--- config.mk ---
export PLATFORM = sky130hd
export DESIGN_NAME = cte_cell
export DESIGN_NICKNAME = d
export VERILOG_FILES = /design/src/rtl/contact_table_with_eviction_assert.svh /design/src/rtl/cte_pkg.sv /design/src/rtl/cte_cell.sv
export SDC_FILE = /design/constraint.sdc
export NUM_CORES = 1
export LEC_CHECK = 0
export ABC_CLOCK_PERIOD_IN_PS = 850
export BUFFER_PORTS_ARGS = -buffer_cell sky130_fd_sc_hd__buf_2
export CORE_ASPECT_RATIO = 1.4
export CORE_UTILIZATION = 38
export CTS_BUF_LIST = sky130_fd_sc_hd__clkbuf_4 sky130_fd_sc_hd__clkbuf_8 sky130_fd_sc_hd__clkbuf_16
export DETAILED_ROUTE_END_ITERATION = 8
export PLACE_DENSITY = 0.77
export SLEW_MARGIN = 20
export SYNTH_ARGS = -nofsm -noshare
export SYNTH_HDL_FRONTEND = slang
export SYNTH_SLANG_ARGS = --single-unit
--- constraint.sdc ---
create_clock -name clk -period 0.85 [get_ports clk]
set_clock_uncertainty 0.2 [all_clocks]
set_input_delay 0.17 -clock clk [delete_from_list [all_inputs] [get_ports clk]]
set_output_delay 0.17 -clock clk [all_outputs]
set_load 0.02 [all_outputs]
--- src/rtl/contact_table_with_eviction_assert.svh ---
// Assertion macros for the contact table block.
// Used by the top level; expects clk and arst_n in scope.
`ifndef CONTACT_TABLE_WITH_EVICTION_ASSERT_SVH
`define CONTACT_TABLE_WITH_EVICTION_ASSERT_SVH

// Same-cycle implication, disabled during reset.
`define CTE_ASSERT_IMP(lbl, ante, cons, msg) \
	lbl: assert property (@(posedge clk) disable iff (!arst_n) (ante) |-> (cons)) \
		else $error(msg);

// Next-cycle implication, disabled during reset.
`define CTE_ASSERT_NXT(lbl, ante, cons, msg) \
	lbl: assert property (@(posedge clk) disable iff (!arst_n) (ante) |=> (cons)) \
		else $error(msg);

`endif

--- src/rtl/cte_pkg.sv ---
// Shared types and constants of the contact table block.
// No dependencies.
package cte_pkg;

	localparam int MAC_W  = 48;
	localparam int TIME_W = 32;
	localparam int LVL_W  = 2;
	localparam int OP_W   = 2;
	localparam int STAT_W = 2;
	localparam int SLOT_W = 6;
	localparam int CNT_W  = 6;

	localparam logic [TIME_W-1:0] STALE_RESET = 32'd900000;

	localparam logic [OP_W-1:0] OP_SIGHT = 2'd0;
	localparam logic [OP_W-1:0] OP_QUERY = 2'd1;
	localparam logic [OP_W-1:0] OP_CLEAR = 2'd2;

	localparam logic [STAT_W-1:0] STAT_MATCH = 2'd0;
	localparam logic [STAT_W-1:0] STAT_NEW   = 2'd1;
	localparam logic [STAT_W-1:0] STAT_EVICT = 2'd2;
	localparam logic [STAT_W-1:0] STAT_OTHER = 2'd3;

	typedef enum logic [1:0] {
		ST_IDLE,
		ST_SCAN,
		ST_FIN
	} cte_state_t;

	typedef struct packed {
		logic              valid;
		logic [MAC_W-1:0]  mac;
		logic [LVL_W-1:0]  level;
		logic [TIME_W-1:0] seen;
	} cte_entry_t;

	typedef struct packed {
		logic shift;
		logic clear;
	} cte_ctl_t;

	typedef struct packed {
		logic             hit;
		logic             free;
		logic [LVL_W-1:0] hit_level;
		logic [CNT_W-1:0] count;
		logic [LVL_W-1:0] top;
	} cte_scan_t;

endpackage

--- src/rtl/cte_cell.sv ---
// One table cell of the contact ring: holds an entry and passes it to its neighbor.
// Depends on cte_pkg.
module cte_cell import cte_pkg::*; (
	input  logic       clk,
	input  logic       arst_n,
	input  cte_ctl_t   ctl,
	input  logic       wr_en,
	input  cte_entry_t wr_data,
	input  cte_entry_t nbr,
	output cte_entry_t ent
);

	logic              valid_q;
	logic [MAC_W-1:0]  mac_q;
	logic [LVL_W-1:0]  level_q;
	logic [TIME_W-1:0] seen_q;

	always_ff @(posedge clk or negedge arst_n) begin
		if (!arst_n) begin
			valid_q <= 1'b0;
		end else if (ctl.clear) begin
			valid_q <= 1'b0;
		end else if (wr_en) begin
			valid_q <= 1'b1;
		end else if (ctl.shift) begin
			valid_q <= nbr.valid;
		end
	end

	always_ff @(posedge clk) begin
		if (wr_en) begin
			mac_q   <= wr_data.mac;
			level_q <= wr_data.level;
			seen_q  <= wr_data.seen;
		end else if (ctl.shift) begin
			mac_q   <= nbr.mac;
			level_q <= nbr.level;
			seen_q  <= nbr.seen;
		end
	end

	assign ent = '{valid: valid_q, mac: mac_q, level: level_q, seen: seen_q};

endmodule

==> Yosys cells after proc, flatten, opt, wreduce, memory -nomap -nowiden <==
Index checks and enable logic that the tools add are counted.
{ "word_totals": {"reg_bits": 83, "output_inout_bits": 83} }
{ "op_classes": {"muxes": 9, "n_reduce_logical": 2} }
{ "op_table": {"columns": ["cell", "n"], "rows": [
  ["48-bit 2-to-1 mux", 2],
  ["32-bit 2-to-1 mux", 2],
  ["2-bit 2-to-1 mux", 2],
  ["1-bit 2-to-1 mux", 3],
  ["3-bit nonzero test", 1],
  ["2-bit nonzero test", 1]
]} }

==> Longest topological paths before layout <==
Gate-level depths: netlist of run 1.
{ "logic_depth": {"ltp_word": 3, "ltp_mapped": 4, "depth_no_buf": 2} }

==> Least setup slack after synthesis of run 1 <==
Ideal clock, no wire load.
{ "synth_timing": {"kind": "in2reg", "start": "input wr_en", "end": "register level_q[0], enable pin", "setup_time_ns": 0.405, "required_ns": 0.245, "setup_slack_ns": -1.250, "stages": 3, "arrival_time_ns": 1.495, "path_cell_list": "buf_6 -> buf_6 -> or2_2"} }
{ "synth_via": {"elab_chain_len": 1} }
{ "synth_rtl": {"columns": ["element", "line_no", "source"], "rows": [
  ["from (decl)", "cte_cell.sv:7", "input logic wr_en,"],
  ["2-bit nonzero test (no source line)", null, null],
  ["to (signal assigned)", "cte_cell.sv:33", "level_q <= wr_data.level;"],
  ["to (signal assigned)", "cte_cell.sv:37", "level_q <= nbr.level;"],
  ["to (decl)", "cte_cell.sv:15", "logic [LVL_W-1:0] level_q;"]
]} }
No other way between the ends.
A chain may end at the register's enable or synchronous reset.

==> Final worst setup path of run 1 <==
{ "layout_timing": {"start": "register mac_q[44]", "end": "output ent[78] (netlist bit)"} }
{ "layout_rtl": {"columns": ["element", "line_no", "source"], "rows": [
  ["from (decl)", "cte_cell.sv:14", "logic [MAC_W-1:0] mac_q;"],
  ["from (signal assigned)", "cte_cell.sv:32", "mac_q <= wr_data.mac;"],
  ["from (signal assigned)", "cte_cell.sv:36", "mac_q <= nbr.mac;"],
  ["to (decl)", "cte_cell.sv:10", "output cte_entry_t ent"]
]} }
No word-level cell between the ends.

==> flow_summary.json, run 1 <==
{
  "r2r_cells": 2,
  "clkTransAtPathRegs_ns": 0.06,
  "cts_tree": "done",
  "drive_above_1_share": 0.818,
  "postCtsHoldBufs": 1,
  "vdd.ir_drop.worst_v": 0.00100,
  "layout_min_cycle_time_ns": 1.30,
  "fp-row-count": 42,
  "critical_path_arrival_ns": 0.93,
  "tns_ns": -45.23,
  "leakage_nw": 3.22,
  "grt_pass1_vias": 2980,
  "critPathRequiredTime_ns": 0.48,
  "dpl.hpwl_mm": 7.09,
  "rsz0062_at_grt": "true",
  "fin_crit_sh": 1.53,
  "fillers": 618,
  "crit_buf_inv": 1,
  "cts-root-buf": "clkbuf_16",
  "clock_path_buffers": 2,
  "wirelength_mm": 10.8,
  "netlist_instances": 179,
  "synth_seq_cells": 83,
  "min_path_cells": 2,
  "cts_sinks": 83,
  "gr-total-overflow": 0,
  "fp.dieH_um": 119,
  "io_buffers": 252,
  "slew_viol_final": 0,
  "crit_type": "reg -> out",
  "hold_slack_ns": -0.199,
  "synthToLayoutAreaGrowth_pct": 79.9,
  "finalNonFillerCells": 588,
  "syn_avg_cell_area_um2": 20.8,
  "violations": "negative hold slack, negative setup slack",
  "dr.pass1.iters": 4,
  "crit_path_max_fanout": 1,
  "grt_pass1_wl_mm": 15.2,
  "synth_cell_type_count": 12,
  "cp_slowest_cell": "edfxtp_1",
  "hold_viol": 83,
  "grt_start_max_net_pins": 14,
  "hold_path_class": "in -> reg",
  "gp_congestion": 0.726,
  "cellPowerDensity_nw_per_um2": 1830,
  "relSlewSlack": 0.865,
  "viasPerCell": 4.77,
  "antennaDiodeCount": 0,
  "layout.nets": 644,
  "status": "finished with violations",
  "cp-start-kind": "flop",
  "place_inst": 546,
  "ys_warn_count": 0,
  "cp_cell_sequence": "buf_6",
  "ios": 254,
  "setup_viol": 229,
  "initial_core_util": 0.393,
  "clock_latency_ns": 0.33,
  "postLayoutSetupSlackWorst_ns": -0.452,
  "use_met1": 0.211,
  "slowest_delay_ns": 0.44,
  "syn_nets": 350,
  "crit_family": "flip-flops",
  "grt.met3_usage": 0.0568,
  "die_w_um": 85.6,
  "antenna_found_initial": 0,
  "cts_buffers": 9,
  "dieArea_um2": 10200,
  "wl_per_cell_um": 18.4,
  "vias": 2805,
  "multi_input_area_um2": 1250,
  "maxCapViolations": 0,
  "grt_use_met2": 0.380,
  "drtIter0Drc": 108,
  "fmaxAchievable_ghz": 0.768,
  "grtUsageTotal": 0.206,
  "cp.depth": 1,
  "cp-end-kind": "output pin",
  "remaining_drc_errors": 0,
  "syn_area_um2": 3720,
  "ff2ff_setup_slack_ns": -0.11,
  "tightest_slew_ns": 0.203,
  "fp.coreArea_um2": 9460,
  "seq_area_um2": 2490,
  "cts_max_level": 3,
  "ant_nets": 0,
  "yosysSeqAreaShare": 0.669,
  "gr-max-usage-layer": "met2"
}
## per-layer routing
layer	vias up	wire, um	share of wire
li1	1297	-	-
met1	1314	3730	0.35
met2	173	5950	0.55
met3	21	828	0.077
met4	0	299	0.028
met5	-	0	0
## timing repair
action,in CTS,in global routing
setup buffers,10,5
hold endpoints to repair,84,84
pin swaps,2,2
gates cloned,16,2
setup endpoints to repair,248,226
resized for setup,99,81
## power by group
part           switching, W  leakage, nW  internal [W]  total (W)
logic               0.00125         2.22       0.00177    0.00302
registers          0.000191        0.848       0.00503    0.00522
clock network       0.00150        0.155       0.00251    0.00401
## synthesized netlist by cell type
master    count  area, um2
buf_6         7       78.8
a21oi_1       1       5.00
mux2i_1       1       10.0
or2_2         1       6.26
buf_2         2       10.0
dfrtp_1       1       25.0
mux2_1        8       90.1
mux2_4       50        751
inv_1         1       3.75
mux2_2       24        270
edfxtp_1     82       2460
buf_4         1       7.51
## area by class of cell
class	instances	area share
Timing Repair Buffer	293	0.373
Sequential cell	83	0.372
Clock buffer	12	0.0398
Multi-Input combinational cell	85	0.188
Clock inverter	4	0.00711
Tap cell	110	0.0206
Inverter	1	0.000561
## cells in the final DEF, fill, tap and decap left out
cell,count
clkinvlp_4,1
buf_4,4
buf_16,15
clkbuf_16,11
dfrtp_1,1
bufinv_16,1
mux2i_1,1
buf_12,11
clkinv_2,2
dlygate4sd3_1,1
buf_2,188
or2_4,1
mux2_4,82
a21oi_1,1
buf_6,67
clkbuf_8,3
edfxtp_1,82
buf_8,5
inv_1,1
## stage by stage
step                worst slack (ns)   util  total power (W)  area (um2)  hold WS (ns)
floorplan                     -0.804      -          0.00650        3840        -0.326
detailed placement            -0.575  0.559          0.00744        5290        -0.255
CTS                           -0.461  0.684           0.0121        6470        -0.218
finish                        -0.452  0.707           0.0122        6690        -0.199
global route                  -0.469  0.707           0.0127        6690        -0.208
global placement              -0.555  0.559          0.00738        5290        -0.253
## worst paths after layout
path	startpoint	to
max in group asynchronous	arst_n	valid_q$_DFFE_PN0P_
worst min-delay path	ctl[0]	valid_q$_DFFE_PN0P_
min in group asynchronous	arst_n	valid_q$_DFFE_PN0P_
worst max register to register	valid_q$_DFFE_PN0P_	valid_q$_DFFE_PN0P_
worst max-delay path	mac_q[44]$_DFFE_PP_	ent[78]
worst min register to register	valid_q$_DFFE_PN0P_	valid_q$_DFFE_PN0P_
## registers in the layout, indices dropped and copies added (netlist names)
name	cells
valid_q	1
level_q	2
seen_q	32
mac_q	48
## logic make-up after synthesis
| group | share of synthesized area |
|---|---|
| buffers and inverters | 0.0269 |
| AND/OR/NAND/NOR | 0.00168 |
| AO/OA/AOI/OAI | 0.00134 |
| flip-flops | 0.669 |
| multiplexers | 0.301 |
Power figures use the tool's default switching activity.
==> run 2: changes to the inputs <==
--- a/config.mk
+++ b/config.mk
@@ -5,10 +5,11 @@
 export SDC_FILE = /design/constraint.sdc
 export NUM_CORES = 1
 export LEC_CHECK = 0
+export ABC_AREA = 1
 export ABC_CLOCK_PERIOD_IN_PS = 850
 export BUFFER_PORTS_ARGS = -buffer_cell sky130_fd_sc_hd__buf_2
 export CORE_ASPECT_RATIO = 1.4
-export CORE_UTILIZATION = 38
+export CORE_UTILIZATION = 37
 export CTS_BUF_LIST = sky130_fd_sc_hd__clkbuf_4 sky130_fd_sc_hd__clkbuf_8 sky130_fd_sc_hd__clkbuf_16
 export DETAILED_ROUTE_END_ITERATION = 8
 export PLACE_DENSITY = 0.77
==> flow_summary.json, run 2 <==
{
  "status": "finished with violations",
  "violations": "design-rule violations, negative hold slack, negative setup slack",
  "layout.nets": 833,
  "synth_top_family_by_area": "simple AND/OR/NAND/NOR gates",
  "crit_type": "reg -> out",
  "synthAdderAreaFrac": 0,
  "cellPowerDensity_nw_per_um2": 1640,
  "vias": 3933,
  "initial_core_util": 0.378,
  "drive_above_1_share": 0.724,
  "netlist_instances": 357,
  "leakage_nw": 3.82,
  "cts-root-buf": "clkbuf_16",
  "dieArea_um2": 10000,
  "reg2reg_from": "valid_q$_DFFE_PN0P_",
  "wl_met1_mm": 5.11,
  "tns_ns": -57.67,
  "synth_xor_area_frac": 0,
  "mostFrequentLayoutCell": "buf_2",
  "syn_avg_cell_area_um2": 9.97,
  "critical_path_arrival_ns": 0.92,
  "synth_most_common_cell": "nand2_1",
  "hold_viol": 84,
  "synth_area_leaders": "edfxtp_1, nand2_1, buf_4",
  "dpl.hpwl_mm": 7.58,
  "synth-edff-count": 82,
  "die_w_um": 84.9,
  "fp-row-count": 42,
  "ys_warn_count": 0,
  "synthToLayoutAreaGrowth_pct": 111,
  "hold_end": "seen_q[12]$_DFFE_PP_",
  "fp.dieH_um": 118,
  "antenna_found_initial": 2,
  "vdd.ir_drop.worst_v": 0.00111,
  "synthSimpleGateAreaFrac": 0.269,
  "wirelength_mm": 15.2,
  "finalNonFillerCells": 778,
  "cp_cell_sequence": "buf_6",
  "top_register": "mac_q",
  "rsz0062_at_grt": "true",
  "total_power_w": 0.0123,
  "yosysSeqAreaShare": 0.699,
  "cp-end-kind": "output pin",
  "place_inst": 712,
  "wl_met3_um": 964,
  "synth_compound_area_frac": 0,
  "drtIter0Drc": 264,
  "yosys.area.top_type_share": 0.692,
  "fillers": 523,
  "cp_slowest_cell": "edfxtp_1",
  "hold_path_class": "in -> reg",
  "cts_tree": "done",
  "rr_endpoint": "valid_q$_DFFE_PN0P_",
  "layout_min_cycle_time_ns": 1.29,
  "clock_path_buffers": 2,
  "slew_viol_final": 0,
  "postCtsHoldBufs": 1,
  "ys_async_sr_fraction": 0.0120,
  "wl_met2_mm": 8.25,
  "viasPerCell": 5.06,
  "fmaxAchievable_ghz": 0.772,
  "grt_pass1_wl_mm": 20.5,
  "gp_congestion": 0.836,
  "grt_pass1_vias": 4073,
  "ys_top_cells_by_count": "nand2_1, edfxtp_1, buf_2, buf_4, nor2_1",
  "syn_nets": 528,
  "syn_area_um2": 3560,
  "critPathLaunch": "mac_q[37]$_DFFE_PP_",
  "top_layer": "met4",
  "r2r_cells": 2,
  "relSlewSlack": 0.794,
  "hold_slack_ns": -0.0930,
  "ant_nets": 0,
  "grtUsageTotal": 0.279,
  "remaining_drc_errors": 16,
  "top_regs": "mac_q (48), seen_q (32), level_q (2)",
  "maxCapViolations": 0,
  "io_buffers": 252,
  "synth.largest_area_cell": "edfxtp_1",
  "tightest_slew_ns": 0.308,
  "fp.coreArea_um2": 9410,
  "wl_per_cell_um": 19.6,
  "synth_cell_type_count": 10,
  "gr-total-overflow": 0,
  "min-delay-start": "nbr[12]",
  "crit_buf_inv": 1,
  "ff2ff_setup_slack_ns": 0.01,
  "fin_crit_sh": 1.52,
  "clock_latency_ns": 0.32,
  "synth_ff_type": "edfxtp_1",
  "postLayoutSetupSlackWorst_ns": -0.445,
  "final_cell_mix": "buf_2, nand2_1, nand2_2",
  "clkTransAtPathRegs_ns": 0.06,
  "muxShareOfSynthArea": 0,
  "crit_path_max_fanout": 1,
  "crit_family": "flip-flops",
  "cts_max_level": 3,
  "synth_seq_cells": 83,
  "slowest_delay_ns": 0.43,
  "dr.pass1.iters": 9,
  "grt_start_max_net_pins": 36,
  "cp-start-kind": "flop",
  "largest_reg_flops": 48,
  "cts_buffers": 9,
  "critPathRequiredTime_ns": 0.48,
  "min_path_cells": 3,
  "setup_viol": 248,
  "cts_sinks": 83,
  "ios": 254
}
-- run 2: where the power goes --
group	total, W	switching (W)	internal [W]
clock	0.00347	0.00147	0.00200
sequential	0.00525	0.000212	0.00503
combinational	0.00356	0.00177	0.00179
total	0.0123	0.00345	0.00882
-- run 2: logic make-up (layout without fill, tap and decap cells) --
kind of cell / Yosys count / count (layout)
DFF: 83 / 83
and+or+nand+nor: 254 / 254
buffers and inverters: 20 / 329
other: 0 / 2
-- run 2: worst register-to-register path: stages (launching register included) --
cell and delay [ns]:
dfrtp_1 0.39, nand3_1 0.09, nand2_1 0.05
-- run 2: through the flow --
step           hold WS [ns]  instance area, um2  utilization  setup WS [ns]
6_report            -0.0930                7510        0.798         -0.445
5_1_grt             -0.0956                7510        0.798         -0.461
4_1_cts              -0.105                6870        0.730         -0.436
3_5_place_dp         -0.243                5040        0.536         -0.451
3_3_place_gp         -0.242                5040        0.536         -0.438
2_1_floorplan        -0.326                3660            -         -0.662
-- run 2: layer usage --
metal  vias up  track usage
li1       1769            -
met1      1851        0.291
met2       239        0.502
met3        74       0.0554
met4         0        0.182
met5         -            0
-- run 2: worst max path at each step --
stage / endpoint / slack [ns] / cells past startpoint
floorplan: level_q[0]$_DFFE_PP_ / -0.66 / 2
global placement: level_q[1]$_DFFE_PP_ / -0.44 / 3
detailed placement: seen_q[13]$_DFFE_PP_ / -0.45 / 3
CTS: ent[27] / -0.44 / 1
global route: ent[71] / -0.46 / 1
finish: ent[71] / -0.44 / 1
-- run 2: timing repair --
action | CTS | global route
pin swaps | 15 | 10
hold endpoints to repair | 84 | 84
gates cloned | 24 | 7
resized for setup | 211 | 218
setup endpoints to repair | 237 | 248
setup buffers | 26 | 7
-- run 2: final cells by class --
type	instances	area, um2	area share
inverter	1	16.3	0.00217
antenna	2	5.00	0.000667
timing repair buffer	313	2910	0.387
sequential	83	2490	0.331
clock buffer	11	240	0.0320
clock inverter	4	18.8	0.00250
tap	110	138	0.0183
multi-input combinational	254	1700	0.226
==> run 3: changes to the inputs <==
==> constraint.sdc (replaced) <==
create_clock -name clk -period 0.85 [get_ports clk]
set_clock_uncertainty 0.2 [all_clocks]
set_input_delay 0.255 -clock clk [delete_from_list [all_inputs] [get_ports clk]]
set_output_delay 0.255 -clock clk [all_outputs]
set_load 0.02 [all_outputs]
==> flow_summary.json, run 3 (synthesis results as in run 2) <==
{
  "fp.coreArea_um2": 9410,
  "vias": 4139,
  "drtIter0Drc": 266,
  "antenna_found_initial": 1,
  "cts_sinks": 83,
  "rsz0062_at_grt": "true",
  "die_w_um": 84.9,
  "fillers": 434,
  "postCtsHoldBufs": 1,
  "critPathLaunch": "seen_q[7]$_DFFE_PP_",
  "hold_slack_ns": -0.0157,
  "dpl.hpwl_mm": 7.29,
  "grt_pass1_vias": 4128,
  "viasPerCell": 5.21,
  "cp_cell_sequence": "buf_6",
  "cp-end-kind": "output pin",
  "wl_per_cell_um": 21.0,
  "fin_crit_sh": 1.62,
  "cts_buffers": 9,
  "top_register": "mac_q",
  "remaining_drc_errors": 13,
  "setup_viol": 248,
  "clkTransAtPathRegs_ns": 0.07,
  "grtUsageTotal": 0.310,
  "ios": 254,
  "min_path_cells": 3,
  "dr.pass1.iters": 7,
  "crit_path_max_fanout": 1,
  "initial_core_util": 0.378,
  "fp-row-count": 42,
  "dieArea_um2": 10000,
  "rr_endpoint": "valid_q$_DFFE_PN0P_",
  "layout_min_cycle_time_ns": 1.38,
  "synthToLayoutAreaGrowth_pct": 126,
  "largest_reg_flops": 48,
  "fp.dieH_um": 118,
  "status": "finished with violations",
  "io_buffers": 252,
  "tightest_slew_ns": 0.197,
  "hold_path_class": "in -> reg",
  "cp_slowest_cell": "edfxtp_1",
  "violations": "design-rule violations, negative hold slack, negative setup slack",
  "gp_congestion": 0.899,
  "reg2reg_from": "valid_q$_DFFE_PN0P_",
  "mostFrequentLayoutCell": "buf_2",
  "cts-root-buf": "clkbuf_16",
  "clock_latency_ns": 0.33,
  "gr-total-overflow": 0,
  "min-delay-start": "wr_data[3]",
  "cts_max_level": 3,
  "crit_type": "reg -> out",
  "cts_tree": "done",
  "ff2ff_setup_slack_ns": -0.09,
  "wirelength_mm": 16.7,
  "tns_ns": -88.16,
  "r2r_cells": 3,
  "leakage_nw": 4.05,
  "clock_path_buffers": 2,
  "cp-start-kind": "flop",
  "crit_family": "flip-flops",
  "slowest_delay_ns": 0.43,
  "fmaxAchievable_ghz": 0.725,
  "hold_end": "seen_q[3]$_DFFE_PP_",
  "top_regs": "mac_q (48), seen_q (32), level_q (2)",
  "maxCapViolations": 0,
  "ant_nets": 0,
  "multi_input_area_um2": 1710,
  "layout.nets": 850,
  "crit_buf_inv": 1,
  "relSlewSlack": 0.868,
  "grt_pass1_wl_mm": 22.3,
  "hold_viol": 20,
  "vdd.ir_drop.worst_v": 0.00132,
  "seq_area_um2": 2490,
  "critical_path_arrival_ns": 0.92,
  "grt_start_max_net_pins": 14,
  "drive_above_1_share": 0.746,
  "cellPowerDensity_nw_per_um2": 1660,
  "total_power_w": 0.0133,
  "slew_viol_final": 0,
  "critPathRequiredTime_ns": 0.39,
  "final_cell_mix": "buf_2, nand2_2, nand2_1",
  "postLayoutSetupSlackWorst_ns": -0.529
}
[run 3: changes by cell type in the layout (fill, tap and decap cells not counted), sizes merged]
cell / before / now
bufinv: 0 / 2
clkinv: 4 / 3
clkbuf: 15 / 10
clkinvlp: 0 / 1
diode: 2 / 1
buf: 308 / 329
[run 3: area by class of cell]
type,count,share of cell area
clock inverter,6,0.00995
antenna,1,0.000311
timing repair buffer,330,0.420
sequential,83,0.309
inverter,1,0.00249
multi-input combinational,254,0.212
clock buffer,10,0.0289
tap,110,0.0171
[run 3: repair_timing]
| item | 4_1_cts | 5_1_grt |
|---|---|---|
| buffers inserted | 34 | 0 |
| cloned | 39 | 0 |
| hold endpoints to repair | 69 | 31 |
| resized for setup | 262 | 201 |
| pin swaps | 25 | 15 |
| endpoints found under the setup margin | 248 | 248 |
[run 3: routing by layer]
metal / global-route usage / vias to the layer above / part of all wire
met3: 0.0785 / 74 / 0.067
met2: 0.551 / 262 / 0.55
met4: 0.143 / 0 / 0.054
met5: 0 / - / 0
met1: 0.343 / 1983 / 0.33
li1: - / 1820 / -
[run 3: how the worst max path moves through the flow]
| stage | end | slack (ns) | cells after the start |
|---|---|---|---|
| floorplan | level_q[0]$_DFFE_PP_ | -0.75 | 2 |
| global placement | valid_q$_DFFE_PN0P_ | -0.53 | 6 |
| detailed placement | mac_q[15]$_DFFE_PP_ | -0.54 | 4 |
| CTS | ent[7] | -0.53 | 1 |
| global route | ent[7] | -0.55 | 1 |
| finish | ent[7] | -0.53 | 1 |
[run 3: stage by stage]
stage / std cells / utilization / cell area (um2) / setup WS [ns] / hold WS [ns]
CTS: 799 / 0.793 / 7460 / -0.525 / -0.0231
finish: 795 / 0.856 / 8050 / -0.529 / -0.0157
global route: 795 / 0.856 / 8050 / -0.550 / -0.0188
detailed placement: 709 / 0.529 / 4980 / -0.539 / -0.155
floorplan: 357 / - / 3660 / -0.747 / -0.241
global placement: 709 / 0.529 / 4980 / -0.532 / -0.159
[run 3: report_power, final]
| part | switching, W | internal (W) | leakage [nW] | total, W |
|---|---|---|---|---|
| Combinational | 0.00188 | 0.00202 | 3.05 | 0.00389 |
| Sequential | 0.000212 | 0.00503 | 0.857 | 0.00524 |
| Clock | 0.00161 | 0.00258 | 0.151 | 0.00420 |
| Total | 0.00370 | 0.00963 | 4.05 | 0.0133 |
