File: config.mk
export PLATFORM = sky130hd
export DESIGN_NAME = cte_scan
export DESIGN_NICKNAME = d
export VERILOG_FILES = /design/src/rtl/contact_table_with_eviction_assert.svh /design/src/rtl/cte_pkg.sv /design/src/rtl/cte_scan.sv
export SDC_FILE = /design/constraint.sdc
export NUM_CORES = 1
export LEC_CHECK = 0
export ABC_AREA = 1
export BUFFER_PORTS_ARGS = -buffer_cell sky130_fd_sc_hd__buf_2
export CAP_MARGIN = 20
export CELL_PAD_IN_SITES_DETAIL_PLACEMENT = 0
export CELL_PAD_IN_SITES_GLOBAL_PLACEMENT = 2
export CORE_MARGIN = 2
export CORE_UTILIZATION = 28
export DETAILED_ROUTE_END_ITERATION = 10
export PLACE_DENSITY_LB_ADDON = 0.12
export SYNTH_ARGS = -nofsm -noshare
export SYNTH_HDL_FRONTEND = slang
export SYNTH_SLANG_ARGS = --single-unit
File: constraint.sdc
create_clock -name clk -period 5.6 [get_ports clk]
set_clock_uncertainty 0.15 [all_clocks]
set_input_delay 1.12 -clock clk [delete_from_list [all_inputs] [get_ports clk]]
set_output_delay 1.12 -clock clk [all_outputs]
set_load 0.01 [all_outputs]
File: src/rtl/contact_table_with_eviction_assert.svh
// Assertion macros for the contact table block.
// Used by the top level; expects clk and arst_n in scope.
`ifndef CONTACT_TABLE_WITH_EVICTION_ASSERT_SVH
`define CONTACT_TABLE_WITH_EVICTION_ASSERT_SVH

// Same-cycle implication, disabled during reset.
`define CTE_ASSERT_IMP(lbl, ante, cons, msg) \
	lbl: assert property (@(posedge clk) disable iff (!arst_n) (ante) |-> (cons)) \
		else $error(msg);

// Next-cycle implication, disabled during reset.
`define CTE_ASSERT_NXT(lbl, ante, cons, msg) \
	lbl: assert property (@(posedge clk) disable iff (!arst_n) (ante) |=> (cons)) \
		else $error(msg);

`endif

File: src/rtl/cte_pkg.sv
// Shared types and constants of the contact table block.
// No dependencies.
package cte_pkg;

	localparam int MAC_W  = 48;
	localparam int TIME_W = 32;
	localparam int LVL_W  = 2;
	localparam int OP_W   = 2;
	localparam int STAT_W = 2;
	localparam int SLOT_W = 6;
	localparam int CNT_W  = 6;

	localparam logic [TIME_W-1:0] STALE_RESET = 32'd900000;

	localparam logic [OP_W-1:0] OP_SIGHT = 2'd0;
	localparam logic [OP_W-1:0] OP_QUERY = 2'd1;
	localparam logic [OP_W-1:0] OP_CLEAR = 2'd2;

	localparam logic [STAT_W-1:0] STAT_MATCH = 2'd0;
	localparam logic [STAT_W-1:0] STAT_NEW   = 2'd1;
	localparam logic [STAT_W-1:0] STAT_EVICT = 2'd2;
	localparam logic [STAT_W-1:0] STAT_OTHER = 2'd3;

	typedef enum logic [1:0] {
		ST_IDLE,
		ST_SCAN,
		ST_FIN
	} cte_state_t;

	typedef struct packed {
		logic              valid;
		logic [MAC_W-1:0]  mac;
		logic [LVL_W-1:0]  level;
		logic [TIME_W-1:0] seen;
	} cte_entry_t;

	typedef struct packed {
		logic shift;
		logic clear;
	} cte_ctl_t;

	typedef struct packed {
		logic             hit;
		logic             free;
		logic [LVL_W-1:0] hit_level;
		logic [CNT_W-1:0] count;
		logic [LVL_W-1:0] top;
	} cte_scan_t;

endpackage

File: src/rtl/cte_scan.sv
// Scan unit at the head of the ring: finds match, first free slot and victim,
// and counts active entries of nonzero level and finds the top active level. Depends on cte_pkg.
module cte_scan import cte_pkg::*; #(
	parameter int CONTACTS = 48
) (
	input  logic                        clk,
	input  logic                        step,
	input  logic                        first,
	input  logic [$clog2(CONTACTS)-1:0] idx,
	input  cte_entry_t                  head,
	input  logic [MAC_W-1:0]            mac,
	input  logic [TIME_W-1:0]           now_ms,
	input  logic [TIME_W-1:0]           window,
	output cte_scan_t                   res,
	output logic [$clog2(CONTACTS)-1:0] hit_idx,
	output logic [$clog2(CONTACTS)-1:0] empty_idx,
	output logic [$clog2(CONTACTS)-1:0] vic_idx
);

	localparam int IW = $clog2(CONTACTS);

	logic              hit_q, free_q;
	logic [LVL_W-1:0]  hit_level_q, top_q, vic_level_q;
	logic [CNT_W-1:0]  count_q;
	logic [IW-1:0]     hit_idx_q, empty_idx_q, vic_idx_q;
	logic [TIME_W-1:0] vic_seen_q;

	logic              hit_d, free_d, active, older;
	logic [LVL_W-1:0]  hit_level_d, top_d, vic_level_d;
	logic [CNT_W-1:0]  count_d;
	logic [IW-1:0]     hit_idx_d, empty_idx_d, vic_idx_d;
	logic [TIME_W-1:0] vic_seen_d, age;

	always_comb begin
		hit_d       = first ? 1'b0 : hit_q;
		hit_idx_d   = hit_idx_q;
		hit_level_d = hit_level_q;
		free_d      = first ? 1'b0 : free_q;
		empty_idx_d = empty_idx_q;
		count_d     = first ? '0 : count_q;
		top_d       = first ? '0 : top_q;
		vic_idx_d   = vic_idx_q;
		vic_level_d = vic_level_q;
		vic_seen_d  = vic_seen_q;
		age         = now_ms - head.seen;
		active      = head.valid && (age < window);
		older       = (head.level < vic_level_q) ||
		              ((head.level == vic_level_q) && (head.seen < vic_seen_q));
		if (head.valid) begin
			if (!hit_d && head.mac == mac) begin
				hit_d       = 1'b1;
				hit_idx_d   = idx;
				hit_level_d = head.level;
			end
		end else if (!free_d) begin
			free_d      = 1'b1;
			empty_idx_d = idx;
		end
		if (active) begin
			if (head.level != '0) begin
				count_d = count_d + CNT_W'(1);
			end
			if (head.level > top_d) begin
				top_d = head.level;
			end
		end
		if (first || older) begin
			vic_idx_d   = idx;
			vic_level_d = head.level;
			vic_seen_d  = head.seen;
		end
	end

	always_ff @(posedge clk) begin
		if (step) begin
			hit_q       <= hit_d;
			hit_idx_q   <= hit_idx_d;
			hit_level_q <= hit_level_d;
			free_q      <= free_d;
			empty_idx_q <= empty_idx_d;
			count_q     <= count_d;
			top_q       <= top_d;
			vic_idx_q   <= vic_idx_d;
			vic_level_q <= vic_level_d;
			vic_seen_q  <= vic_seen_d;
		end
	end

	assign res = '{hit: hit_q, free: free_q, hit_level: hit_level_q,
	               count: count_q, top: top_q};
	assign hit_idx   = hit_idx_q;
	assign empty_idx = empty_idx_q;
	assign vic_idx   = vic_idx_q;

endmodule

# Word-level counts from Yosys, hierarchy flattened

Index checks and enable logic that the tools add are counted.

Register bits: 64
Input bits: 204
Output and inout bits: 30
Logic and storage cells: 40

$add $sub $neg: 2
Order comparisons: 4
Eq/ne operators: 2
Multiplexer cells: 10
Bitwise operators: 2
Reductions and logical operators: 10

Operators by type and width:

| cell                                                           | number |
|---|---|
| 32-bit < comparator                                            | 2 |
| 48-bit == test                                                 | 1 |
| 32-bit subtractor                                              | 1 |
| 6-bit two-way mux                                              | 3 |
| 6-bit by 1-bit adder with 6-bit output (second input constant) | 1 |
| 2-bit two-way mux                                              | 3 |
| 3-bit AND reduction                                            | 2 |
| 1-bit two-way mux                                              | 4 |
| 1-bit logical AND                                              | 3 |
| 2-bit == test                                                  | 1 |
| 2-bit > comparator                                             | 1 |
| 1-bit logical OR                                               | 2 |
| 2-bit < comparator                                             | 1 |
| 1-bit inverter                                                 | 2 |
| 2-bit AND reduction                                            | 1 |
| 2-bit nonzero test                                             | 1 |
| 1-bit logical NOT                                              | 1 |

# Longest topological paths before layout

Gate-level depths: netlist (run 1).

Word-level depth: 5
Depth in mapped cells: 23
Gate-level depth less buffers: 23

# Worst setup path before layout (run 1)

Ideal clock, no wire load.

Path kind: input -> register
Start: input head[5] (netlist name)
End: register vic_idx_q[0], in the netlist vic_idx[0] (enable)
Setup time: 451 ps
Data arrival time: 3889 ps
Required time: 4999 ps
Setup slack: 1110 ps
Cell stages on the path: 10
Path buffers: 0
Cells stage by stage: ha_1 > a21oi_1 > nor2_1 > nor3_1 > nand2_1 > nand2_1 > nand2_1 > nand2_1 > nand2_1 > a21oi_1

Longest elaborated chain between the ends: 5

RTL lines:

| item                          | RTL line       | RTL |
|---|---|---|
| from (decl)                   | cte_scan.sv:10 | `input cte_entry_t head,` |
| 32-bit < comparator           | cte_scan.sv:48 | `((head.level == vic_level_q) && (head.seen < vic_seen_q));` |
| 1-bit logical AND             | cte_scan.sv:48 |  |
| 1-bit logical OR              | cte_scan.sv:47 | `older = (head.level < vic_level_q) \|\|` |
| 1-bit logical OR              | cte_scan.sv:67 | `if (first \|\| older) begin` |
| 2-bit AND reduction (no line) | --             |  |
| to (signal assigned)          | cte_scan.sv:83 | `vic_idx_q <= vic_idx_d;` |
| to (decl)                     | cte_scan.sv:25 | `logic [IW-1:0] hit_idx_q, empty_idx_q, vic_idx_q;` |

No other way between the ends.
A chain may end at the register's enable or synchronous reset.

# Worst setup path after layout (run 1)

Start: input head[19] (netlist name)
End: register count_q[2] (data pin)

Longest elaborated chain between the ends: 4

RTL lines:

| item                 | RTL line       | RTL |
|---|---|---|
| 32-bit subtractor    | cte_scan.sv:45 | `age = now_ms - head.seen;` |
| 32-bit < comparator  | cte_scan.sv:46 | `active = head.valid && (age < window);` |
| 1-bit logical AND    | cte_scan.sv:46 |  |
| 6-bit two-way mux    | cte_scan.sv:59 | `if (active) begin` |
| net count_d[2]       | cte_scan.sv:30 | `logic [CNT_W-1:0] count_d;` |
| to (signal assigned) | cte_scan.sv:81 | `count_q <= count_d;` |
| to (decl)            | cte_scan.sv:24 | `logic [CNT_W-1:0] count_q;` |

The timed path passes the listed nets, and every way through them passes these cells.

==> flow_metrics.env, run 1 <==
export IMPL_status="complete, no violations"
export IMPL_mappedNetlistNets=1229
export IMPL_peakVddDrop_v=0.0001275
export IMPL_grt_usage_pct=16.46
export IMPL_routedWlPerCell_um=14.32
export IMPL_drt_iter0_drc=315
export IMPL_place_gp_congestion=0.8177
export IMPL_maxCapViolCount=0
export IMPL_wirelength_mm=21.40
export IMPL_fp_dieH_um=159.2
export IMPL_relSlewSlack_pct=41.19
export IMPL_crit_chain="buf_2, inv_1, ha_1, nand2_1, nor2_1, inv_1, nor3_1, nand3_1, nand3_1, nand2_1, ha_1, a211oi_1, o211ai_1, nor2_4, nand2_2, nand2_1, nand2_1"
export IMPL_synth_yosys_seq_area_share_pct=28.51
export IMPL_die_w_um=159.2
export IMPL_drv_slew=0
export IMPL_worstHoldEndpoint="free_q"
export IMPL_via_per_inst=4.442
export IMPL_fmax_mhz=229.4
export IMPL_slowest_delay_ps=430
export IMPL_cts_sinks=64
export IMPL_hold_class="reg2reg"
export IMPL_ys_types=37
export IMPL_post_route_util_pct=36.64
export IMPL_reg2reg_slack_ps=3040
export IMPL_drc_errors=0
export IMPL_setup_tns_ps=0
export IMPL_hpwl_mm=19.02
export IMPL_crit_path_frequent_cell="nand2_1"
export IMPL_final_cell_mix="233 x buf_2, 216 x nand2_1, 187 x inv_1, 99 x ha_1, 68 x a21oi_1"
export IMPL_worst_hold_path_num_cells=2
export IMPL_cts_setup_buffers=0
export IMPL_hold_viol=0
export IMPL_path_clk_slew_ps=60
export IMPL_final_antenna_net_count=0
export IMPL_io_pins=234
export IMPL_synth_warnings=0
export IMPL_cts_root_buf="clkbuf_16"
export IMPL_rsz0062_at_grt="false"
export IMPL_synth_top_family_by_area="simple AND/OR/NAND/NOR gates"
export IMPL_reg2reg_to="vic_idx[4]"
export IMPL_worstMarginPinSlew_ps=878.9
export IMPL_min_from="free_q"
export IMPL_fp_row_count=56
export IMPL_antenna_found_initial=4
export IMPL_drive_above_1_share_pct=24.36
export IMPL_synthAdderAreaFrac_pct=18.67
export IMPL_cts_tree="built"
export IMPL_timing_hold_ws_ps=424.5
export IMPL_power_leakage_nw=4.652
export IMPL_r2r_start="vic_seen_q[5]"
export IMPL_final_nets=1473
export IMPL_insertion_delay_ps=340
export IMPL_syn_to_final_growth_pct=27.97
export IMPL_min_period_over_period_pct=77.83
export IMPL_vias=6641
export IMPL_syn_cell_area_um2=6741
export IMPL_synth_compound_area_share_pct=13.01
export IMPL_synthCells=925
export IMPL_cts_resized=0
export IMPL_globalRoute_totalOverflow=0
export IMPL_yosys_most_used_dff="edfxtp_1"
export IMPL_die_area_um2=25330
export IMPL_cts_buffers=9
export IMPL_synth_area_leader_cell="edfxtp_1"
export IMPL_synthXorXnorAreaFrac_pct=4.677
export IMPL_cts_htree_levels=3
export IMPL_ys_seq_elements=64
export IMPL_yosys_top_cells_area="edfxtp_1 29%, ha_1 18%, nand2_1 12%"
export IMPL_synth_edf_count=64
export IMPL_ff2ff_path_depth=12
export IMPL_required_ps=5540
export IMPL_p_per_area_nw_per_um2=204.6
export IMPL_crit_slowest_cell="nor3_1"
export IMPL_grt_pass1_vias=6348
export IMPL_min_period_ps=4358
export IMPL_path_max_fanout=9
export IMPL_crit_type="in2reg"
export IMPL_synth_simple_area_share_pct=24.28
export IMPL_drt_first_pass_iters=5
export IMPL_io_buffers=233
export IMPL_initial_utilization_pct=28.64
export IMPL_clock_path_buffers=2
export IMPL_final_common_cell="buf_2"
export IMPL_end_kind="flip-flop"
export IMPL_start_kind="primary input"
export IMPL_muxShareOfSynthArea_pct=0
export IMPL_grt_start_max_net_pins=19
export IMPL_post_synth_top_area_fraction_pct=28.51
export IMPL_postSynthAreaPerCell_um2=7.288
export IMPL_coreArea_um2=23540
export IMPL_synthArstFlopShare_pct=0
export IMPL_grt_first_pass_wirelength_mm=33.11
export IMPL_n_fill_cell=2598
export IMPL_ctsHoldBuffers=0
export IMPL_setup_violations=0
export IMPL_cp_arrival_ps=4300
-- kinds of logic (layout without fill, tap and decap cells) --
group                    count (synthesis)  after routing
AND/OR/NAND/NOR                        379            379
buffers and inverters                  193            442
AO/OA/AOI/OAI                          153            153
adder cells (fa/ha/maj)                100            100
flip-flops                              64             64
XOR/XNOR                                36             36
other                                    0              2
-- per-stage QoR --
stage               instances  instance area [um^2]  setup WS [ps]  total power, mW
floorplan                 925                  6741           1110           0.9854
finish                   1495                  8627           1242            1.765
global route             1494                  8625           1024            1.899
detailed placement       1477                  8318          885.9            1.215
CTS                      1493                  8622           1237            1.801
global placement         1477                  8318          820.2            1.216
-- Yosys cell counts (all sizes together) (3+ instances only) --
library cell	instances
a21o	8
a21oi	72
a22o	3
edfxtp	64
ha	99
inv	191
nand2	227
nand3	41
nand4	17
nor2	75
nor3	11
nor4	4
o21a	6
o21ai	41
o21bai	6
o22ai	11
xnor2	14
xor2	22
-- state kept, by name, indices dropped and copies added, names as in the netlist --
register	cells
vic_idx	6
hit_level_q	2
hit_q	1
vic_level_q	2
hit_idx	6
count_q	6
empty_idx	6
top_q	2
free_q	1
vic_seen_q	32
-- layer usage --
metal	wire length, um	vias up	global-route usage [%]
li1	-	3536	-
met1	10480	2901	23.00
met2	9575	188	26.30
met3	1221	12	3.855
met4	94	4	2.686
met5	31	-	0
-- worst max-delay path, delay by kind of cell --
family,cells,cell delay (ps)
AND/OR/NAND/NOR,10,1680
adder cells (fa/ha/maj),2,680
buffers and inverters,3,270
AO/OA/AOI/OAI,2,540
-- power by group --
part           leakage (nW)  internal (mW)  switching [mW]
registers             0.613          0.566         0.00968
logic                  3.90          0.250           0.369
clock network         0.139          0.348           0.223
-- final cells by class --
| cell class | instances | area (um^2) | area share, % |
|---|---|---|---|
| Antenna cell | 2 | 5.005 | 0.05801 |
| Sequential cell | 64 | 1922 | 22.28 |
| Inverter | 191 | 716.9 | 8.310 |
| Multi-Input combinational cell | 668 | 4099 | 47.51 |
| Clock inverter | 7 | 78.83 | 0.9137 |
| Timing Repair Buffer | 235 | 1181 | 13.69 |
| Clock buffer | 9 | 225.2 | 2.611 |
| Tap cell | 319 | 399.1 | 4.627 |
-- worst max-delay path by stage --
stage | from | end | depth (start not counted)
after floorplan | head[5] | vic_idx[0] | 10
after global placement | head[19] | top_q[1] | 17
after detailed placement | head[19] | count_q[2] | 17
after CTS | head[19] | count_q[2] | 17
after global routing | head[19] | count_q[2] | 17
final | head[19] | count_q[2] | 17
Power figures use the tool's default switching activity.
==> inputs of run 2 (changes only) <==
Settings changed: CORE_UTILIZATION 28 to 25.
Clock period 5.6 ns to 3.7 ns, I/O delays scaled along.
==> run 2 against run 1 <==
Against the previous run:
- register-to-register slack lost 1700 ps
- die area increased by 12%
- clock power is 50% higher
- core utilization up 1.2 points
- global-route usage decreased by 1.0 points
- combinational power grew 97%
- flip-flop and latch count unchanged
- critical path depth grew 5
- design area is 17% higher
- non-clock buffer count rose by 138
==> flow_metrics.env, run 2 (synthesis gave the netlist of run 1 again) <==
export IMPL_comb_power_share_pct=41.4
export IMPL_drt_iter0_drc=339
export IMPL_pwr_share_seq_pct=29.6
export IMPL_swShare_pct=33.70
export IMPL_cp_depth=22
export IMPL_cp_top_family="simple AND/OR/NAND/NOR gates"
export IMPL_cts_buffers=9
export IMPL_io_buffers=233
export IMPL_crit_chain="buf_2, inv_1, ha_1, buf_4, nand2_1, inv_1, a21oi_2, nor2_1, nor2_2, buf_4, buf_4, nand3_2, xor2_1, ha_1, nand2_1, nor2_2, nand2_1, a21oi_2, nor2_4, buf_12, nand3_1, nand2_1"
export IMPL_top_register="vic_seen_q"
export IMPL_drv_slew=0
export IMPL_worstMarginPinSlew_ps=691.8
export IMPL_final_common_cell="buf_2"
export IMPL_grt_start_max_net_pins=29
export IMPL_cts_sinks=64
export IMPL_clock_path_buffers=2
export IMPL_drc_errors=0
export IMPL_final_area_um2=10110
export IMPL_initial_utilization_pct=25.22
export IMPL_hpwl_mm=19.78
export IMPL_grt_pass1_vias=6840
export IMPL_final_cell_mix="233 x buf_2, 202 x nand2_1, 185 x inv_1, 139 x buf_4, 84 x ha_1"
export IMPL_min_period_ps=3507
export IMPL_fp_dieH_um=168.2
export IMPL_ctsHoldBuffers=0
export IMPL_io_pins=234
export IMPL_drive_above_1_share_pct=38.26
export IMPL_required_ps=3640
export IMPL_finalNonFillerCells=1654
export IMPL_post_route_util_pct=37.81
export IMPL_crit_slowest_cell="ha_1"
export IMPL_insertion_delay_ps=330
export IMPL_ff2ff_path_depth=12
export IMPL_setup_violations=0
export IMPL_p_per_area_nw_per_um2=291.7
export IMPL_relSlewSlack_pct=53.71
export IMPL_grt_first_pass_wirelength_mm=34.49
export IMPL_peakVddDrop_v=0.0001950
export IMPL_path_max_fanout=6
export IMPL_syn_to_final_growth_pct=49.91
export IMPL_hold_class="reg2reg"
export IMPL_crit_path_frequent_cell="nand2_1"
export IMPL_vias=7054
export IMPL_cts_htree_levels=3
export IMPL_critPathBufInv=7
export IMPL_power_switching_uw=993.6
export IMPL_place_gp_congestion=0.8043
export IMPL_globalRoute_totalOverflow=0
export IMPL_slowest_delay_ps=290
export IMPL_die_w_um=168.2
export IMPL_largest_reg_flops=32
export IMPL_cp_arrival_ps=3440
export IMPL_final_nets=1611
export IMPL_drt_first_pass_iters=4
export IMPL_power_leakage_nw=5.390
export IMPL_n_fill_cell=2925
export IMPL_wirelength_mm=22.48
export IMPL_start_kind="primary input"
export IMPL_hold_viol=0
export IMPL_path_clk_slew_ps=60
export IMPL_p_total_mw=2.948
export IMPL_worst_hold_path_num_cells=2
export IMPL_antenna_found_initial=0
export IMPL_clockPowerShare_pct=29.0
export IMPL_internal_power_mw=1.955
export IMPL_setup_tns_ps=0
export IMPL_min_period_over_period_pct=94.77
export IMPL_coreArea_um2=26730
export IMPL_fmax_mhz=285.2
export IMPL_final_antenna_net_count=0
export IMPL_placed_area_um2=9371
export IMPL_die_area_um2=28290
export IMPL_cts_tree="built"
export IMPL_grt_usage_pct=15.44
export IMPL_status="complete, no violations"
export IMPL_via_per_inst=4.265
export IMPL_fp_row_count=60
export IMPL_crit_type="in2reg"
export IMPL_place_inst=1634
export IMPL_cts_root_buf="clkbuf_16"
export IMPL_routedWlPerCell_um=13.59
export IMPL_end_kind="flip-flop"
export IMPL_maxCapViolCount=0
==> run 2: cell count changes in the layout (fill, tap and decap cells not counted), moves of 9 or more <==
| cell | before | now |
|---|---|---|
| a21oi_2 | 3 | 22 |
| a21oi_1 | 68 | 47 |
| nand2_2 | 11 | 20 |
| nand2_1 | 216 | 202 |
| ha_4 | 0 | 9 |
| ha_1 | 99 | 84 |
| nor2_2 | 5 | 16 |
| nor2_1 | 67 | 54 |
| buf_4 | 2 | 139 |
==> run 2: per-stage QoR <==
| stage | hold slack, ps | setup WS [ps] |
|---|---|---|
| global placement | 398.0 | -394.3 |
| global route | 452.4 | -3.483 |
| finish | 421.8 | 193.4 |
| floorplan | 383.1 | 255.1 |
| detailed placement | 405.2 | -383.4 |
| CTS | 422.3 | 1.850 |
==> run 2: cell type report <==
type                       instances  area, um^2  area share (%)
antenna                            1       2.502         0.02476
multi-input combinational        668        4512           44.65
inverter                         191       716.9           7.094
tap                              341       426.7           4.222
sequential                        64        1922           19.02
clock buffer                       9       225.2           2.229
clock inverter                     7       71.32          0.7057
timing repair buffer             373        2230           22.06
==> run 2: metal layers <==
layer	track usage [%]	routed length, um	part of all wire [%]	vias up
met3	2.680	1069	4.8	16
met1	21.74	11150	50	3069
met2	24.80	9936	44	166
met4	3.148	318	1.4	0
li1	-	-	-	3803
met5	0	0	0	-
==> run 2: worst reg2reg max path, cell delays in order, from the launching register on <==
cell and delay (ps):
edfxtp_1 360, inv_1 60, ha_1 230, a21oi_1 150, nor2_1 60, nor3_1 120, nand2_1 90, nand2_1 70
nand2_1 80, nand2_1 60, nand2_1 70, a21oi_4 130, buf_4 370
==> run 2: repair_timing <==
item,CTS,global route
setup buffers,0,3
gates resized for setup,3,96
endpoints found under the setup margin,8,8
pin swaps,0,22
==> run 2: power groups by stage <==
stage / registers (mW) / clock network [mW] / logic, mW
after floorplan: 0.894 / 0 / 0.597
after global placement: 0.887 / 0 / 1.14
after detailed placement: 0.887 / 0 / 1.14
after CTS: 0.873 / 0.883 / 1.15
after global routing: 0.876 / 0.913 / 1.39
final: 0.872 / 0.856 / 1.22
==> run 2: worst paths after layout <==
| path | slack [ps] | from | endpoint |
|---|---|---|---|
| max | 190 | head[14] | count_q[5] |
| min | 420 | free_q | free_q |
| max reg2reg | 1320 | vic_seen_q[5] | vic_seen_q[12] |
| min reg2reg | 420 | free_q | free_q |
==> inputs of run 3 (changes only) <==
Settings changed: MAX_ROUTING_LAYER set to met4.
==> run 3 against run 2 <==
Against the previous run:
- flip-flop and latch count did not move
- count of clock-buffer cells in the layout unchanged
- clock power hardly changed
- power is essentially flat
- non-clock buffer count unchanged
==> flow_metrics.env, run 3 (synthesis gave the netlist of run 1 again) <==
export IMPL_status="complete, no violations"
export IMPL_hpwl_mm=19.78
export IMPL_internal_power_mw=1.955
export IMPL_cts_sinks=64
export IMPL_antenna_found_initial=0
export IMPL_maxCapViolCount=0
export IMPL_final_antenna_net_count=0
export IMPL_die_area_um2=28290
export IMPL_hold_class="reg2reg"
export IMPL_fmax_mhz=282.5
export IMPL_critPathBufInv=3
export IMPL_initial_utilization_pct=25.22
export IMPL_p_total_mw=2.947
export IMPL_power_switching_uw=991.9
export IMPL_hold_viol=0
export IMPL_top_register="vic_seen_q"
export IMPL_min_period_over_period_pct=95.66
export IMPL_comb_power_share_pct=41.5
export IMPL_routedWlPerCell_um=13.60
export IMPL_drv_slew=0
export IMPL_drt_first_pass_iters=4
export IMPL_worstHoldEndpoint="free_q"
export IMPL_placed_area_um2=9371
export IMPL_pwr_share_seq_pct=29.6
export IMPL_cp_arrival_ps=3480
export IMPL_end_kind="flip-flop"
export IMPL_grt_first_pass_wirelength_mm=34.42
export IMPL_cts_tree="built"
export IMPL_fin_ws_ps=160.6
export IMPL_post_route_util_pct=37.81
export IMPL_drive_above_1_share_pct=38.26
export IMPL_setup_violations=0
export IMPL_relSlewSlack_pct=49.55
export IMPL_reg2reg_slack_ps=1310
export IMPL_vias=7032
export IMPL_syn_to_final_growth_pct=49.91
export IMPL_ctsHoldBuffers=0
export IMPL_largest_reg_flops=32
export IMPL_worstMarginPinSlew_ps=754.0
export IMPL_drc_errors=0
export IMPL_swShare_pct=33.66
export IMPL_drt_iter0_drc=312
export IMPL_min_from="free_q"
export IMPL_final_cell_mix="233 x buf_2, 202 x nand2_1, 185 x inv_1, 139 x buf_4, 84 x ha_1"
export IMPL_insertion_delay_ps=330
export IMPL_required_ps=3640
export IMPL_clockPowerShare_pct=28.9
export IMPL_wirelength_mm=22.50
export IMPL_post_place_ws_ps=-383.4
export IMPL_final_area_um2=10110
export IMPL_grt_start_max_net_pins=29
export IMPL_io_buffers=233
export IMPL_path_max_fanout=8
export IMPL_crit_chain="buf_2, inv_1, ha_2, nand2_1, buf_4, nor2_2, nand3_1, nand2_2, nand3_1, nand3_1, nand2_1, ha_1, a211oi_2, o211ai_1, nor2_4, nand2_4, nand2_1, nand2_1"
export IMPL_cts_htree_levels=3
export IMPL_die_w_um=168.2
export IMPL_place_gp_congestion=0.8160
export IMPL_start_kind="primary input"
export IMPL_r2r_start="vic_seen_q[5]"
export IMPL_grt_pass1_vias=6859
export IMPL_cts_buffers=9
export IMPL_min_period_ps=3539
export IMPL_io_pins=234
export IMPL_p_per_area_nw_per_um2=291.6
export IMPL_fp_row_count=60
export IMPL_path_clk_slew_ps=60
export IMPL_place_inst=1634
export IMPL_coreArea_um2=26730
export IMPL_grt_usage_pct=15.89
export IMPL_clock_path_buffers=2
export IMPL_peakVddDrop_v=0.0001978
export IMPL_reg2reg_to="vic_seen_q[11]"
export IMPL_crit_path_frequent_cell="nand2_1"
export IMPL_power_leakage_nw=5.390
export IMPL_fp_dieH_um=168.2
export IMPL_crit_type="in2reg"
export IMPL_crit_slowest_cell="ha_2"
export IMPL_cts_root_buf="clkbuf_16"
export IMPL_finalNonFillerCells=1654
export IMPL_slowest_delay_ps=370
export IMPL_ff2ff_path_depth=12
export IMPL_via_per_inst=4.252
export IMPL_globalRoute_totalOverflow=0
export IMPL_n_fill_cell=2926
export IMPL_worst_hold_path_num_cells=2
export IMPL_cp_top_family="simple AND/OR/NAND/NOR gates"
export IMPL_final_nets=1611
export IMPL_final_common_cell="buf_2"
==> run 3: cell counts in the layout (fill, tap and decap cells not counted) <==
Identical to the previous run, type by type.
==> run 3: stage by stage <==
step,hold WS [ps],setup TNS (ps)
final,415.1,0
after global routing,452.4,-6.513
after CTS,422.3,0
after detailed placement,405.2,-2993
after global placement,398.0,-3123
after floorplan,383.1,0
==> run 3: how the worst max path moves through the flow <==
stage          startpoint  cells after the start  slack, ps         end
3_5_place_dp     head[13]                     17       -380  count_q[5]
5_1_grt          head[23]                     22         -4  count_q[4]
4_1_cts          head[25]                     20          2  count_q[5]
2_1_floorplan   now_ms[0]                     21        260    top_q[1]
3_3_place_gp     head[13]                     17       -390  count_q[0]
6_report          head[9]                     18        160  count_q[4]
==> run 3: power by group through the flow <==
stage                     combinational (mW)  sequential (mW)  clock (mW)
final                                   1.22            0.872       0.853
after global routing                    1.39            0.876       0.911
after CTS                               1.15            0.873       0.883
after detailed placement                1.14            0.887           0
after global placement                  1.14            0.887           0
after floorplan                        0.597            0.894           0
==> run 3: area by class of cell <==
type / count / area [um^2] / area share, %
clock inverters: 7 / 71.32 / 0.7057
clock buffers: 9 / 225.2 / 2.229
well taps: 341 / 426.7 / 4.222
repair buffers: 373 / 2230 / 22.06
flip-flops and latches: 64 / 1922 / 19.02
multi-input cells: 668 / 4512 / 44.65
diodes: 1 / 2.502 / 0.02476
inverters: 191 / 716.9 / 7.094
==> run 3: routing by layer <==
layer / up-vias / GRT usage, % / part of all wire, %
met3: 13 / 2.468 / 3.8
met1: 3053 / 21.80 / 51
met2: 159 / 24.85 / 44
met5: - / - / 0
met4: 0 / 3.148 / 1.3
li1: 3807 / - / -
==> run 3: tightest hold or removal path, delay by kind of cell (launching register included) <==
family,cells,cell delay (ps)
flip-flops,1,340
AND/OR/NAND/NOR,2,120
==> run 3: timing repair <==
item | CTS | global route
hold endpoints to repair | 0 | 0
gates resized for setup | 3 | 96
setup buffers | 0 | 3
pin swaps | 0 | 21
endpoints found under the setup margin | 8 | 8
